[config.mk]
export PLATFORM = sky130hd
export DESIGN_NAME = fifo_with_running_max
export DESIGN_NICKNAME = d
export VERILOG_FILES = /design/src/fwrm_pkg.sv /design/src/fwrm_ctrl.sv /design/src/fwrm_dp.sv /design/src/fifo_with_running_max.sv
export SDC_FILE = /design/constraint.sdc
export NUM_CORES = 1
export LEC_CHECK = 0
export BUFFER_PORTS_ARGS = -buffer_cell sky130_fd_sc_hd__buf_2
export CAP_MARGIN = 10
export CELL_PAD_IN_SITES_DETAIL_PLACEMENT = 1
export CELL_PAD_IN_SITES_GLOBAL_PLACEMENT = 2
export CORE_AREA = 3 3 328 233
export CTS_CLUSTER_SIZE = 14
export DETAILED_ROUTE_END_ITERATION = 7
export DIE_AREA = 0 0 331 236
export PLACE_DENSITY = 0.71
export REMOVE_ABC_BUFFERS = 1
export SKIP_LAST_GASP = 1
export SLEW_MARGIN = 20
export SYNTH_ARGS = -nofsm -noshare
export SYNTH_HDL_FRONTEND = slang
export SYNTH_HIERARCHICAL = 1
export SYNTH_SLANG_ARGS = --single-unit
[constraint.sdc]
create_clock -name clk -period 7.9 [get_ports clk]
set_input_delay 1.58 -clock clk [delete_from_list [all_inputs] [get_ports clk]]
set_output_delay 1.58 -clock clk [all_outputs]
set_load 0.05 [all_outputs]
[src/fwrm_pkg.sv]
// Shared types and constants for the FIFO with running maximum.
// Used by fwrm_ctrl, fwrm_dp and the fifo_with_running_max top level.
`timescale 1ns / 1ps
`default_nettype none

package fwrm_pkg;

  // Storage geometry.
  localparam int CAPACITY = 16;
  localparam int PTR_W    = $clog2(CAPACITY);
  localparam int CNT_W    = 5;
  localparam int VAL_W    = 32;
  localparam int MAX_W    = 31;

  // Action codes of an input item.
  localparam logic ACT_PUSH = 1'b0;
  localparam logic ACT_POP  = 1'b1;

  // Status codes of a result item.
  localparam logic [1:0] STATUS_DONE       = 2'd0;
  localparam logic [1:0] STATUS_POP_EMPTY  = 2'd1;
  localparam logic [1:0] STATUS_PUSH_FULL  = 2'd2;

  // Input item.
  typedef struct packed {
    logic                     action;
    logic signed [VAL_W-1:0]  value;
  } in_item_t;

  // Result item.
  typedef struct packed {
    logic [1:0]       status;
    logic [CNT_W-1:0] entry_count;
    logic [MAX_W-1:0] largest;
  } out_item_t;

  // Commands from the controller to the datapath.
  typedef struct packed {
    logic take;   // accept the input item and apply it
    logic check;  // compare the popped entry against the maximum
    logic scan;   // rescan step
    logic load;   // load the result register
  } cmd_t;

  // Status from the datapath to the controller.
  typedef struct packed {
    logic need_check;  // the item pops and leaves entries behind
    logic match;       // the popped entry equals the maximum
    logic scan_done;   // every remaining entry has been compared
    logic out_free;    // the result register can take a new item
  } sts_t;

endpackage

`default_nettype wire

[src/fwrm_ctrl.sv]
// Controller state machine for the FIFO with running maximum.
// Depends on fwrm_pkg for the command and status structs.
`timescale 1ns / 1ps
`default_nettype none

module fwrm_ctrl (
  input  wire logic          clk,
  input  wire logic          rst_n,
  input  wire logic          in_valid,
  input  wire fwrm_pkg::sts_t sts,
  output fwrm_pkg::cmd_t     cmd,
  output logic               in_stall
);
  import fwrm_pkg::*;

  typedef enum logic [3:0] {
    ST_IDLE   = 4'b0001,
    ST_CHECK  = 4'b0010,
    ST_SCAN   = 4'b0100,
    ST_FINISH = 4'b1000
  } state_t;

  state_t state_r, state_nxt;

  // State register.
  always_ff @(posedge clk) begin
    if (!rst_n) begin
      state_r <= ST_IDLE;
    end else begin
      state_r <= state_nxt;
    end
  end

  // Next state and commands.
  always_comb begin
    state_nxt = state_r;
    cmd       = '0;
    unique case (state_r)
      ST_IDLE: begin
        if (in_valid) begin
          cmd.take  = 1'b1;
          state_nxt = sts.need_check ? ST_CHECK : ST_FINISH;
        end
      end
      ST_CHECK: begin
        cmd.check = 1'b1;
        state_nxt = sts.match ? ST_SCAN : ST_FINISH;
      end
      ST_SCAN: begin
        cmd.scan = 1'b1;
        if (sts.scan_done) begin
          state_nxt = ST_FINISH;
        end
      end
      ST_FINISH: begin
        if (sts.out_free) begin
          cmd.load  = 1'b1;
          state_nxt = ST_IDLE;
        end
      end
      default: begin
        state_nxt = ST_IDLE;
      end
    endcase
  end

  // Items are taken only between operations.
  assign in_stall = (state_r != ST_IDLE);

endmodule

`default_nettype wire

[src/fwrm_dp.sv]
// Datapath for the FIFO with running maximum: entry memory, pointers,
// count, maximum, rescan counters and result register. Depends on fwrm_pkg.
`timescale 1ns / 1ps
`default_nettype none

module fwrm_dp (
  input  wire logic               clk,
  input  wire logic               rst_n,
  input  wire fwrm_pkg::cmd_t     cmd,
  input  wire fwrm_pkg::in_item_t in_data,
  input  wire logic               out_stall,
  output fwrm_pkg::sts_t          sts,
  output logic                    out_valid,
  output fwrm_pkg::out_item_t     out_data
);
  import fwrm_pkg::*;

  logic [VAL_W-1:0] mem [CAPACITY];
  logic [VAL_W-1:0] rd_data_r;

  logic [PTR_W-1:0] newest_r, newest_nxt;
  logic [PTR_W-1:0] oldest_r, oldest_nxt;
  logic [CNT_W-1:0] count_r, count_nxt;
  logic [MAX_W-1:0] max_r, max_nxt;
  logic [1:0]       status_r, status_nxt;
  logic [PTR_W-1:0] scan_ptr_r, scan_ptr_nxt;
  logic [CNT_W-1:0] scan_left_r, scan_left_nxt;
  logic             rd_pend_r, rd_pend_nxt;
  logic             out_valid_r;
  out_item_t        out_data_r;

  logic             we;
  logic             re;
  logic [PTR_W-1:0] raddr;
  logic             is_pop;
  logic             full;
  logic             empty;
  logic             scan_issue;

  function automatic logic [PTR_W-1:0] advance(input logic [PTR_W-1:0] p);
    return (p == PTR_W'(CAPACITY - 1)) ? '0 : p + PTR_W'(1);
  endfunction

  assign is_pop     = (in_data.action == ACT_POP);
  assign full       = (count_r == CNT_W'(CAPACITY));
  assign empty      = (count_r == '0);
  assign scan_issue = cmd.scan && (scan_left_r != '0);

  // Entry memory: one write port, one registered read port.
  assign we    = cmd.take && !is_pop && !full;
  assign re    = (cmd.take && is_pop && !empty) || scan_issue;
  assign raddr = cmd.scan ? scan_ptr_r : oldest_r;

  always_ff @(posedge clk) begin
    if (we) begin
      mem[newest_r] <= in_data.value;
    end
    if (re) begin
      rd_data_r <= mem[raddr];
    end
  end

  // Status toward the controller.
  assign sts.need_check = is_pop && (count_r > CNT_W'(1));
  assign sts.match      = (rd_data_r == {1'b0, max_r});
  assign sts.scan_done  = (scan_left_r == '0) && !rd_pend_r;
  assign sts.out_free   = !out_valid_r || !out_stall;

  // Next-state logic for the FIFO state and the rescan.
  always_comb begin
    newest_nxt    = newest_r;
    oldest_nxt    = oldest_r;
    count_nxt     = count_r;
    max_nxt       = max_r;
    status_nxt    = status_r;
    scan_ptr_nxt  = scan_ptr_r;
    scan_left_nxt = scan_left_r;
    rd_pend_nxt   = 1'b0;

    if (cmd.take) begin
      status_nxt = STATUS_DONE;
      if (!is_pop) begin
        if (full) begin
          status_nxt = STATUS_PUSH_FULL;
        end else begin
          newest_nxt = advance(newest_r);
          count_nxt  = count_r + CNT_W'(1);
          // A non-negative value at least the maximum replaces it.
          if (!in_data.value[VAL_W-1] && (in_data.value[MAX_W-1:0] >= max_r)) begin
            max_nxt = in_data.value[MAX_W-1:0];
          end
        end
      end else begin
        if (empty) begin
          status_nxt = STATUS_POP_EMPTY;
        end else begin
          oldest_nxt = advance(oldest_r);
          count_nxt  = count_r - CNT_W'(1);
          if (count_r == CNT_W'(1)) begin
            max_nxt = '0;
          end
        end
      end
    end

    // The popped entry was the maximum: restart it at zero and rescan.
    if (cmd.check && sts.match) begin
      max_nxt       = '0;
      scan_ptr_nxt  = oldest_r;
      scan_left_nxt = count_r;
    end

    // Rescan: issue one read a cycle, compare the returned data in the next cycle.
    if (scan_issue) begin
      scan_ptr_nxt  = advance(scan_ptr_r);
      scan_left_nxt = scan_left_r - CNT_W'(1);
      rd_pend_nxt   = 1'b1;
    end
    if (cmd.scan && rd_pend_r) begin
      if (!rd_data_r[VAL_W-1] && (rd_data_r[MAX_W-1:0] > max_r)) begin
        max_nxt = rd_data_r[MAX_W-1:0];
      end
    end
  end

  // State registers.
  always_ff @(posedge clk) begin
    if (!rst_n) begin
      newest_r    <= '0;
      oldest_r    <= '0;
      count_r     <= '0;
      max_r       <= '0;
      status_r    <= STATUS_DONE;
      scan_ptr_r  <= '0;
      scan_left_r <= '0;
      rd_pend_r   <= 1'b0;
    end else begin
      newest_r    <= newest_nxt;
      oldest_r    <= oldest_nxt;
      count_r     <= count_nxt;
      max_r       <= max_nxt;
      status_r    <= status_nxt;
      scan_ptr_r  <= scan_ptr_nxt;
      scan_left_r <= scan_left_nxt;
      rd_pend_r   <= rd_pend_nxt;
    end
  end

  // Result register.
  always_ff @(posedge clk) begin
    if (!rst_n) begin
      out_valid_r <= 1'b0;
    end else if (cmd.load) begin
      out_valid_r <= 1'b1;
    end else if (!out_stall) begin
      out_valid_r <= 1'b0;
    end
  end

  always_ff @(posedge clk) begin
    if (cmd.load) begin
      out_data_r.status      <= status_r;
      out_data_r.entry_count <= count_r;
      out_data_r.largest     <= max_r;
    end
  end

  assign out_valid = out_valid_r;
  assign out_data  = out_data_r;

endmodule

`default_nettype wire

[src/fifo_with_running_max.sv]
// Top level of the FIFO with running maximum: controller plus datapath.
// Depends on fwrm_pkg, fwrm_ctrl and fwrm_dp.
//
//   Port group   Direction   Payload            Flow control
//   in_*         input       in_item_t          in_valid / in_stall
//   out_*        output      out_item_t         out_valid / out_stall
//
// A push, a rejected item or a pop of the last entry is applied in ST_IDLE and
// its result is loaded into the result register in ST_FINISH. Any other pop adds
// ST_CHECK to compare the popped entry with the maximum; when it was the maximum,
// ST_SCAN rescans the n remaining entries through the single read port. Reset
// clears pointers, count and maximum; the entry memory is not cleared. A stalled
// result holds in the output register while the next item is taken and applied;
// that item's result waits to load.
`timescale 1ns / 1ps
`default_nettype none

module fifo_with_running_max (
  input  wire logic                clk,
  input  wire logic                rst_n,
  input  wire logic                in_valid,
  output logic                     in_stall,
  input  wire fwrm_pkg::in_item_t  in_data,
  output logic                     out_valid,
  input  wire logic                out_stall,
  output fwrm_pkg::out_item_t      out_data
);
  import fwrm_pkg::*;

  cmd_t cmd;
  sts_t sts;

  // Sequencing of each item.
  fwrm_ctrl u_ctrl (
    .clk      (clk),
    .rst_n    (rst_n),
    .in_valid (in_valid),
    .sts      (sts),
    .cmd      (cmd),
    .in_stall (in_stall)
  );

  // Storage, maximum tracking and result register.
  fwrm_dp u_dp (
    .clk       (clk),
    .rst_n     (rst_n),
    .cmd       (cmd),
    .in_data   (in_data),
    .out_stall (out_stall),
    .sts       (sts),
    .out_valid (out_valid),
    .out_data  (out_data)
  );

endmodule

`default_nettype wire
# == Word level (Yosys, flattened, before mapping) ==
# Memories as Yosys holds them, arrays and structs flattened. A register that Yosys moved wholly into a read port is not among the register bits.
# Cells that the tools add are included.
# op_classes
addsub,6
mul,0
n_div,0
magnitude_cmp,3
eq_ne,17
n_shift,0
n_mux,40
bitwise,3
n_reduce_logical,29
# ops
cell,count
31-bit two-way mux,9
4-bit two-way mux,11
32-bit by 31-bit equality test with 1-bit output,1
31-bit greater-or-equal comparator,1
31-bit > comparator,1
5-bit two-way mux,5
4-bit equality test (second input constant),4
4-bit one-hot mux with 4 select lines,1
4-bit by 1-bit adder with 4-bit output (second input constant),3
1-bit two-way mux,12
3-bit AND reduction,4
1-bit logical AND,11
5-bit zero test,2
2-bit inequality test (second input constant),5
5-bit by 1-bit subtractor with 5-bit output (second input constant),2
1-bit zero test,8
5-bit by 1-bit adder with 5-bit output (second input constant),1
5-bit by 1-bit equality test with 1-bit output (second input constant),1
5-bit equality test (second input constant),1
5-bit by 1-bit > comparator with 1-bit output (second input constant),1
5-bit nonzero test,1
4-bit by 1-bit equality test with 1-bit output (second input constant),1
4-bit by 2-bit equality test with 1-bit output (second input constant),1
4-bit by 3-bit equality test with 1-bit output (second input constant),1
other kinds (6),10
# totals
reg_bits,99
latchBits,0
ramBits,512
mem_bits_ro,0
inputBits,37
out_inout_bits,40
elab_cells,112
n_memories,1
# mem_list
name,depth,word_bits,read_ports,rd_ports_with_merged_regs,write_ports,line,text
u_dp.mem,16,32,1,1,1,fwrm_dp.sv:18,logic [VAL_W-1:0] mem [CAPACITY];

# == Logic depth before layout (Yosys ltp) ==
# Gate-level depths: netlist of the first run.
# logic_depth
word_depth,9
depth_mapped,12
mapped_depth_nobuf,10

# == Modules after synthesis ==
# The synthesis of the first run kept the hierarchy.
# modules_own_cells
mod,n_inst,cells_each,area_per_inst_um2,seq_area_each_um2
fwrm_dp,1,1507,26165.1,18617.9
fwrm_ctrl,1,36,287.8,80.1

# == Worst setup path before layout of the first run ==
# No wires, ideal clock.
# synth_path
path_kind,input port to flip-flop
start,input in_valid
end,memory u_dp.mem[3][0] (enable)
setup_time_ns,0.461
t_arrival_ns,5.020
t_required_ns,7.439
setup_slack_ns,2.419
cell_stages,6
n_path_buf,0
cell_sequence,nand2_2 nor3_1 nand2b_1 nor2_1 nand2_1 nor3_1
# synth_lines
item,line,text
from (decl),fifo_with_running_max.sv:21,"input wire logic in_valid,"
to (decl),fwrm_dp.sv:18,

# == Worst setup path in the final report of the first run ==
# layout_path
start,input in_data[0] (netlist bit)
end,register u_dp.max_r[4]
# layout_via
elab_chain_cells,9
# layout_rtl
item,line,text
from (decl),fifo_with_running_max.sv:23,"input wire fwrm_pkg::in_item_t in_data,"
31-bit greater-or-equal comparator *,fwrm_dp.sv:89,if (!in_data.value[VAL_W-1] && (in_data.value[MAX_W-1:0] >= max_r)) begin
1-bit logical AND *,fwrm_dp.sv:89,
31-bit two-way mux *,fwrm_dp.sv:89,
31-bit two-way mux *,fwrm_dp.sv:83,if (full) begin
31-bit two-way mux *,fwrm_dp.sv:82,if (!is_pop) begin
31-bit two-way mux *,fwrm_dp.sv:80,if (cmd.take) begin
31-bit two-way mux *,fwrm_dp.sv:107,if (cmd.check && sts.match) begin
31-bit two-way mux,fwrm_dp.sv:120,if (!rd_data_r[VAL_W-1] && (rd_data_r[MAX_W-1:0] > max_r)) begin
31-bit two-way mux *,fwrm_dp.sv:119,if (cmd.scan && rd_pend_r) begin
to (signal assigned),fwrm_dp.sv:141,max_r <= max_nxt;
to (decl),fwrm_dp.sv:24,"logic [MAX_W-1:0] max_r, max_nxt;"
# Mark *: on every way between the ends. The rest lies on a longest branch, timed or not.
# A chain may end at the register's enable or synchronous reset.

==> results.toml, run 1 <==
[status]
status = "finished, final reports clean"

[sta]
hold_violations = 0
final.period_utilization = 0.614
setup_tns_ps = 0
slew_headroom = 0.226
setup_viol = 0
fin_crit_ps = 4850
rsz0062_at_grt = "no"
hold_slack_ps = 434
tightest_slew_ps = 1160
fin_ws_ps = 3050
fmax_mhz = 206
slew_viol_final = 0
clock_skew_ps = 19.4

[critical_path]
cp_slowest_stage_delay_ps = 880
critical_path_arrival_ps = 5350
critPathTopFamily = "compound AO/OA/AOI/OAI gates"
startpoint = "in_data[0]"
cp.depth = 11
crit_path_end_kind = "register"
cp_max_fo = 29
r2r_slack_ps = 3900
path_class = "input pin to register"
crit_required_ps = 8400
path_buf_inv = 2
cp-start-kind = "input pin"
critical_path.endpoint = "u_dp/max_r[4]"
critPathSlowestCell = "a31oi_4"
r2r_cells = 10
r2r-end = "u_dp/max_r[4]"
rr_startpoint = "u_dp/count_r[0]"
path_cells = "buf_2 > inv_1 > ha_1 > nand2b_1 > a211o_1 > a211oi_1 > o211ai_1 > a31oi_4 > or2_2 > a2111oi_0 > a221o_1"

[layout]
syn_to_final_growth_pct = 14.9
layout.cells.non_filler = 2678
fillers = 7217
final_cell_mix = "edfxtp_1 (582), nand2_1 (131), mux4_2 (128), buf_2 (76), ha_1 (73)"
nNetsFinal = 1759
final_area_mm2 = 0.0304
final_common_cell = "edfxtp_1"
drive_above_1_share = 0.225

[grt]
top_usage_layer = "met2"
use_met3 = 0.0341
grt_overflow = 0
met1_usage = 0.278
grt_max_degree = 129
grt_use_met2 = 0.279
antenna_found_initial = 2
grt_usage = 0.185
grt_pass1_vias = 15400
grt_first_pass_wirelength_mm = 106

[pwr]
max-vdd-ir-drop_mv = 0.131
p_per_area_mw_per_mm2 = 253
swShare = 0.231
p_leak_nw = 10.0
clock_power_share = 0.410
intPower_w = 0.00591
power_frac_seq = 0.501
power_switching_w = 0.00177
p_comb_frac = 0.089

[floorplan]
start_util = 0.361
die_area_mm2 = 0.0781
core_area_mm2 = 0.0733
die_w_um = 331
ios = 77
die_h_um = 236
num_rows = 83

[yosys]
yosys-top-cells-area = "edfxtp_1 (66%), mux4_2 (11%), dfxtp_1 (4.6%)"
synthMuxAreaShare = 0.115
synth_top_family_by_area = "multiplexers"
ys_ff_latch = 643
ys.flop_type = "edfxtp_1"
syn-instance-count = 1543
async_flop_share = 0
synthXorXnorAreaFrac = 0.00232
synth-simple-area-share = 0.0591
yosysTopAreaCell = "edfxtp_1"
yosysTopAreaCellShare = 0.661
syn_area_mm2 = 0.0265
synth_edf_count = 582
yosysUniqueCellTypes = 62
yosysSeqAreaShare = 0.707
synth-compound-area-share = 0.0633
avgSynthCellArea_um2 = 17.1
synthAdderAreaFrac = 0.0345
ys_warn_count = 6

[clock_tree]
root_buffer = "clkbuf_16"
cts.sinks = 643
clk_pin_slew_worst_paths_ps = 60
cts_resized = 0
cts_tree = "done"
cts_buffers = 67
ctsLongestPathBuffers = 3
cts_setup_buffers = 0
clk-insertion-delay-late_ps = 620
ctsHtreeMaxLevel = 3
ctsHoldBuffers = 0

[routing]
via_count = 14900
drt_wl_total_mm = 71.7
drt_iter0_drc = 1335
first_pass_iters = 5
vias_per_cell = 5.56
post-route-drc-count = 0
drtAntennaViolNets = 0
wl_per_cell_um = 26.8

[placement]
placed_cell_area_mm2 = 0.0282
placedCellCount = 2557
portBuffers = 76
hpwl_mm = 42.1
gp_congestion = 0.787
dp_slack_ps = 2050

[worst_hold_path]
hold_start = "u_dp/status_r[1]"
hold_class = "register to register"

[run]
max_cap_violations = 0
[synth_stat cells (6+ instances only)]
| cell type | count |
|---|---|
| a21o_1 | 9 |
| nand2b_1 | 9 |
| a22o_1 | 6 |
| nor2_1 | 78 |
| nor3_1 | 12 |
| buf_2 | 21 |
| a211oi_1 | 40 |
| nand2_1 | 131 |
| dfxtp_1 | 61 |
| a2111oi_2 | 10 |
| edfxtp_1 | 582 |
| a21oi_1 | 28 |
| inv_1 | 43 |
| and2_1 | 34 |
| mux4_2 | 128 |
| clkbuf_1 | 36 |
| mux2i_1 | 11 |
| o21ai_0 | 38 |
| a31oi_1 | 36 |
| a221o_1 | 19 |
| a311oi_1 | 11 |
| and3_1 | 13 |
| nand3_1 | 9 |
| buf_1 | 12 |
| a2111oi_0 | 10 |
| nand4_1 | 13 |
| ha_1 | 73 |
[registers in the layout (all words and copies together), names as in the netlist, 5 cells and up]
name	cells
u_dp/count_r	5
u_dp/max_r	31
u_dp/out_data	38
u_dp/mem	512
u_dp/scan_left_r	5
u_dp/rd_data_r	32
[kinds of logic after synthesis]
group           Yosys count
mux                     144
fa+ha+maj                73
compound gates          229
flops                   643
xor+xnor                  7
simple gates            329
buf+inv                 118
[worst min path at each step]
stage,endpoint,slack [ps],depth (start not counted)
2_1_floorplan,u_dp/out_data[37],410,0
3_3_place_gp,u_dp/out_data[36],420,0
3_5_place_dp,u_dp/out_data[37],420,0
4_1_cts,u_dp/out_data[37],440,0
5_1_grt,u_dp/out_data[36],450,0
6_report,u_dp/out_data[37],430,0
[power by group through the flow]
| stage | Sequential, W | Clock [W] | Combinational [W] |
|---|---|---|---|
| after floorplan | 0.00391 | 0 | 0.000535 |
| after global placement | 0.00392 | 0 | 0.000671 |
| after detailed placement | 0.00392 | 0 | 0.000689 |
| after CTS | 0.00385 | 0.00324 | 0.000694 |
| after global routing | 0.00385 | 0.00338 | 0.000757 |
| final | 0.00385 | 0.00315 | 0.000687 |
[final cells by class]
cell class	instances	area, um^2	area share
antenna	1	2.50	0.0000823
clock buffer	90	1890	0.0621
clock inverter	30	278	0.00914
inverter	45	169	0.00556
multi-input combinational	782	7470	0.246
sequential	643	18700	0.615
tap	977	1220	0.0402
timing repair buffer	110	673	0.0221
[through the flow]
stage          total power, W   util
2_1_floorplan         0.00444      -
3_3_place_gp          0.00459  0.385
3_5_place_dp          0.00461  0.385
4_1_cts               0.00778  0.415
5_1_grt               0.00799  0.415
6_report              0.00769  0.415
[metal layers]
metal / up-vias / wire [um] / share of wire
met5: - / 11 / 0.00015
met4: 2 / 1330 / 0.019
met3: 97 / 4070 / 0.057
met2: 405 / 32300 / 0.45
met1: 7966 / 33900 / 0.47
li1: 6407 / - / -
Note: power is estimated with default switching activity, not from simulation.
==> run 2, diff against run 1 <==
--- a/config.mk
+++ b/config.mk
@@ -13,7 +13,7 @@
 export CTS_CLUSTER_SIZE = 14
 export DETAILED_ROUTE_END_ITERATION = 7
 export DIE_AREA = 0 0 331 236
-export PLACE_DENSITY = 0.71
+export PLACE_DENSITY = 0.73
 export REMOVE_ABC_BUFFERS = 1
 export SKIP_LAST_GASP = 1
 export SLEW_MARGIN = 20
==> constraint.sdc (replaced) <==
create_clock -name clk -period 3.9 [get_ports clk]
set_input_delay 0.78 -clock clk [delete_from_list [all_inputs] [get_ports clk]]
set_output_delay 0.78 -clock clk [all_outputs]
set_load 0.05 [all_outputs]
==> run 2 against run 1 <==
Count of clock-buffer cells in the layout rose by 3. Combinational power rose by 110%. Wire length rose by 1.3%. Flip-flop and latch count did not move. First-iteration DRC count rose by 7.9%. Via count rose by 1.0%. Global-route usage rose by 0.25 points.
==> results.toml, run 2 (same netlist as run 1, synthesis figures left out) <==
[status]
status = "finished, final reports clean"

[pwr]
p_comb_frac = 0.095
power_switching_w = 0.00356
clock_power_share = 0.398
intPower_w = 0.0118
p_leak_nw = 10.2
p_per_area_mw_per_mm2 = 499
power_frac_seq = 0.507
max-vdd-ir-drop_mv = 0.273
swShare = 0.231

[critical_path]
critPathTopFamily = "compound AO/OA/AOI/OAI gates"
path_class = "register to register"
critPathSlowestCell = "a221oi_1"
crit_required_ps = 4450
cp_slowest_stage_delay_ps = 520
path_cells = "inv_1 > ha_1 > a21oi_1 > o21ai_0 > a221oi_1 > o22ai_1 > a31oi_4 > buf_4 > nor2_1 > a2111oi_0 > a221o_1"
crit_path_end_kind = "register"
path_buf_inv = 2
cp_max_fo = 18
cp-start-kind = "register"
critical_path_arrival_ps = 4000

[grt]
grt_max_degree = 65
grt_usage = 0.187
antenna_found_initial = 4
top_usage_layer = "met1"
grt_first_pass_wirelength_mm = 107
met1_usage = 0.289
grt_overflow = 0
grt_use_met2 = 0.274
use_met3 = 0.0375
grt_pass1_vias = 15600

[placement]
gp_congestion = 0.780
hpwl_mm = 42.0
portBuffers = 76
placedCellCount = 2591
dp_slack_ps = 57.8

[clock_tree]
clk_pin_slew_worst_paths_ps = 60
cts_tree = "done"
root_buffer = "clkbuf_16"
cts_resized = 0
cts_buffers = 66
cts.sinks = 643
ctsHoldBuffers = 0
clk-insertion-delay-late_ps = 610
ctsLongestPathBuffers = 3
ctsHtreeMaxLevel = 3
cts_setup_buffers = 0

[sta]
hold_violations = 0
clock_skew_ps = 22.1
tightest_slew_ps = 1090
slew_viol_final = 0
setup_viol = 0
fmax_mhz = 290
slew_headroom = 0.268
rsz0062_at_grt = "no"
fin_crit_ps = 3450
final.period_utilization = 0.885
fin_ws_ps = 447

[routing]
post-route-drc-count = 0
drtAntennaViolNets = 0
first_pass_iters = 5
vias_per_cell = 5.56
wl_per_cell_um = 26.9
via_count = 15000
drt_iter0_drc = 1441
drt_wl_total_mm = 72.6

[layout]
syn_to_final_growth_pct = 16.6
final_common_cell = "edfxtp_1"
layout.cells.non_filler = 2701
top_register = "u_dp/mem"
final_cell_mix = "edfxtp_1 (582), nand2_1 (131), mux4_2 (128), buf_2 (76), ha_1 (73)"
nNetsFinal = 1792
diodes = 0
fillers = 7204
largest_reg_flops = 512
drive_above_1_share = 0.235

[run]
max_cap_violations = 0

[floorplan]
start_util = 0.361
core_area_mm2 = 0.0733
die_w_um = 331
die_area_mm2 = 0.0781
die_h_um = 236
num_rows = 83
ios = 77

[worst_hold_path]
hold_class = "register to register"
run 2: layer usage:
metal | vias up | part of all wire
met2 | 500 | 0.44
met1 | 7977 | 0.47
li1 | 6453 | -
met3 | 98 | 0.068
met5 | - | 0.00018
met4 | 2 | 0.017
run 2: area by class of cell:
| class | instances | area (um^2) | share of cell area |
|---|---|---|---|
| inverters | 45 | 169 | 0.00548 |
| flip-flops and latches | 643 | 18700 | 0.606 |
| well taps | 977 | 1220 | 0.0396 |
| clock buffers | 93 | 1880 | 0.0609 |
| repair buffers | 144 | 1240 | 0.0402 |
| multi-input cells | 782 | 7470 | 0.242 |
| clock inverters | 17 | 160 | 0.00519 |
run 2: stage by stage:
step	total power, W	setup TNS (ps)	utilization	instance area (um^2)	hold WS, ps
detailed placement	0.00941	0	0.393	28800	419
global route	0.0160	0	0.421	30800	411
finish	0.0154	0	0.421	30800	433
CTS	0.0155	0	0.421	30800	396
global placement	0.00937	0	0.393	28800	418
floorplan	0.00900	-443040	-	26100	408
run 2: path summary, 6_finish.rpt:
check	cells past startpoint	start	endpoint	slack [ps]
worst max register to register	11	u_dp/max_r[18]	u_dp/max_r[6]	450
worst max-delay path	11	u_dp/max_r[18]	u_dp/max_r[6]	450
worst min-delay path	0	u_dp/status_r[1]	u_dp/out_data[37]	430
worst min register to register	0	u_dp/status_r[1]	u_dp/out_data[37]	430
run 2: power by group through the flow:
stage | clock [W] | sequential [W] | combinational [W]
2_1_floorplan | 0 | 0.00792 | 0.00108
5_1_grt | 0.00657 | 0.00781 | 0.00161
6_report | 0.00613 | 0.00780 | 0.00146
3_5_place_dp | 0 | 0.00794 | 0.00146
4_1_cts | 0.00627 | 0.00780 | 0.00148
3_3_place_gp | 0 | 0.00794 | 0.00143
==> run 3, diff against run 2 <==
--- a/config.mk
+++ b/config.mk
@@ -13,6 +13,7 @@
 export CTS_CLUSTER_SIZE = 14
 export DETAILED_ROUTE_END_ITERATION = 7
 export DIE_AREA = 0 0 331 236
+export GPL_TIMING_DRIVEN = 0
 export PLACE_DENSITY = 0.73
 export REMOVE_ABC_BUFFERS = 1
 export SKIP_LAST_GASP = 1
==> run 3 against run 2 <==
Clock power grew 3.8%. Sequential power is essentially flat. Sequential share of layout area shrank 1.9 points. Fmax shrank 7.6%. Flip-flop and latch count is the same. Combinational power grew 7%. Clock skew shrank 1.5 ps. Final cell count grew 1.3%. Die area is the same. Critical path depth grew 2.
==> results.toml, run 3 (same netlist as run 1, synthesis figures left out) <==
[grt]
grt_first_pass_wirelength_mm = 106
antenna_found_initial = 5
grt_max_degree = 40
grt_pass1_vias = 15900
grt_usage = 0.184
grt_overflow = 0

[sta]
fin_ws_ps = 163
slew_headroom = 0.301
slew_viol_final = 0
clock_skew_ps = 20.5
fin_crit_ps = 3740
setup_viol = 0
final.period_utilization = 0.958
rsz0062_at_grt = "no"
fmax_mhz = 268
tightest_slew_ps = 1040
hold_violations = 0
setup_tns_ps = 0
hold_slack_ps = 422

[layout]
nNetsFinal = 1815
fillers = 7120
final_common_cell = "edfxtp_1"
drive_above_1_share = 0.256
syn_to_final_growth_pct = 20.3
largest_reg_flops = 512
final_cell_mix = "edfxtp_1 (582), nand2_1 (131), mux4_2 (128), buf_2 (76)"
top_register = "u_dp/mem"
final_area_mm2 = 0.0318

[floorplan]
die_w_um = 331
core_area_mm2 = 0.0733
num_rows = 83
die_h_um = 236
ios = 77
start_util = 0.361
die_area_mm2 = 0.0781

[clock_tree]
ctsHoldBuffers = 0
ctsHtreeMaxLevel = 3
root_buffer = "clkbuf_16"
clk_pin_slew_worst_paths_ps = 70
cts.sinks = 643
ctsLongestPathBuffers = 3
cts_tree = "done"
cts_buffers = 67
clk-insertion-delay-late_ps = 610

[critical_path]
path_class = "input pin to register"
cp_max_fo = 19
critical_path_arrival_ps = 4290
cp-start-kind = "input pin"
crit_required_ps = 4460
crit_path_end_kind = "register"

[routing]
wl_per_cell_um = 26.0
drtAntennaViolNets = 0
via_count = 15000
post-route-drc-count = 0
first_pass_iters = 5
drt_iter0_drc = 1309
vias_per_cell = 5.48
drt_wl_total_mm = 71.2

[pwr]
p_comb_frac = 0.099
p_leak_nw = 10.7
max-vdd-ir-drop_mv = 0.289
clock_power_share = 0.405
power.total_w = 0.0157
power_switching_w = 0.00362
intPower_w = 0.0121
swShare = 0.231
p_per_area_mw_per_mm2 = 493
power_frac_seq = 0.496

[worst_hold_path]
hold_class = "input pin to register"

[placement]
hpwl_mm = 49.1
portBuffers = 76
placed_cell_area_mm2 = 0.0295
dp_slack_ps = -1320
gp_congestion = 0.771

[status]
status = "finished, final reports clean"

[run]
max_cap_violations = 0
[run 3: changes by cell type in the layout (fill, tap and decap cells not counted), moves of 5 or more]
cell	delta
buf_16	+41
buf_12	-20
clkbuf_8	+10
buf_8	+8
buf_4	-7
clkinv_2	+7
clkbuf_1	-5
[run 3: final timing paths]
path / startpoint / cells past startpoint / slack, ps / to
worst max-delay path: in_data[0] / 13 / 160 / u_dp/max_r[30]
worst min-delay path: out_stall / 3 / 420 / u_dp/out_valid
worst min register to register: u_dp/status_r[0] / 0 / 440 / u_dp/out_data[36]
worst max register to register: u_dp/max_r[0] / 11 / 240 / u_dp/max_r[30]
[run 3: worst max-delay path, cell delays in order]
cell and delay, ps:
buf_2 290, inv_1 90, ha_1 290, nand2b_1 160, a211o_1 300, a211oi_1 500, o211ai_1 380, a31oi_4 340
buf_4 200, buf_8 160, nor2_1 60, a2111oi_0 530, a221o_1 190
[run 3: area by class of cell]
class / count / area (um^2) / area share
Sequential cell: 643 / 18700 / 0.587
Multi-Input combinational cell: 782 / 7520 / 0.236
Clock buffer: 100 / 2050 / 0.0643
Timing Repair Buffer: 166 / 2040 / 0.0640
Tap cell: 977 / 1220 / 0.0384
Inverter: 45 / 169 / 0.00531
Clock inverter: 23 / 131 / 0.00413
Antenna cell: 1 / 2.50 / 0.0000786
[run 3: power groups by stage]
stage               sequential (W)  clock, W  combinational, W
floorplan                  0.00792         0           0.00108
global placement           0.00794         0           0.00154
detailed placement         0.00793         0           0.00152
CTS                        0.00779   0.00649           0.00156
global route               0.00780   0.00680           0.00171
finish                     0.00779   0.00636           0.00156
[run 3: per-stage QoR]
stage,util,cells
after detailed placement,0.402,2601
after floorplan,-,1470
after global placement,0.378,2523
after global routing,0.434,2736
final,0.434,2737
after CTS,0.433,2732
[run 3: what timing repair did]
action / CTS / global route
resized for setup: 8 / 3
endpoints found under the setup margin: 572 / 53
setup buffers: 8 / 3
pin swaps: 2 / 1
[run 3: metal layers]
metal / wire length (um) / GRT usage
met5: 34 / 0
met4: 1390 / 0.0427
met3: 4420 / 0.0420
met2: 31700 / 0.274
met1: 33700 / 0.275
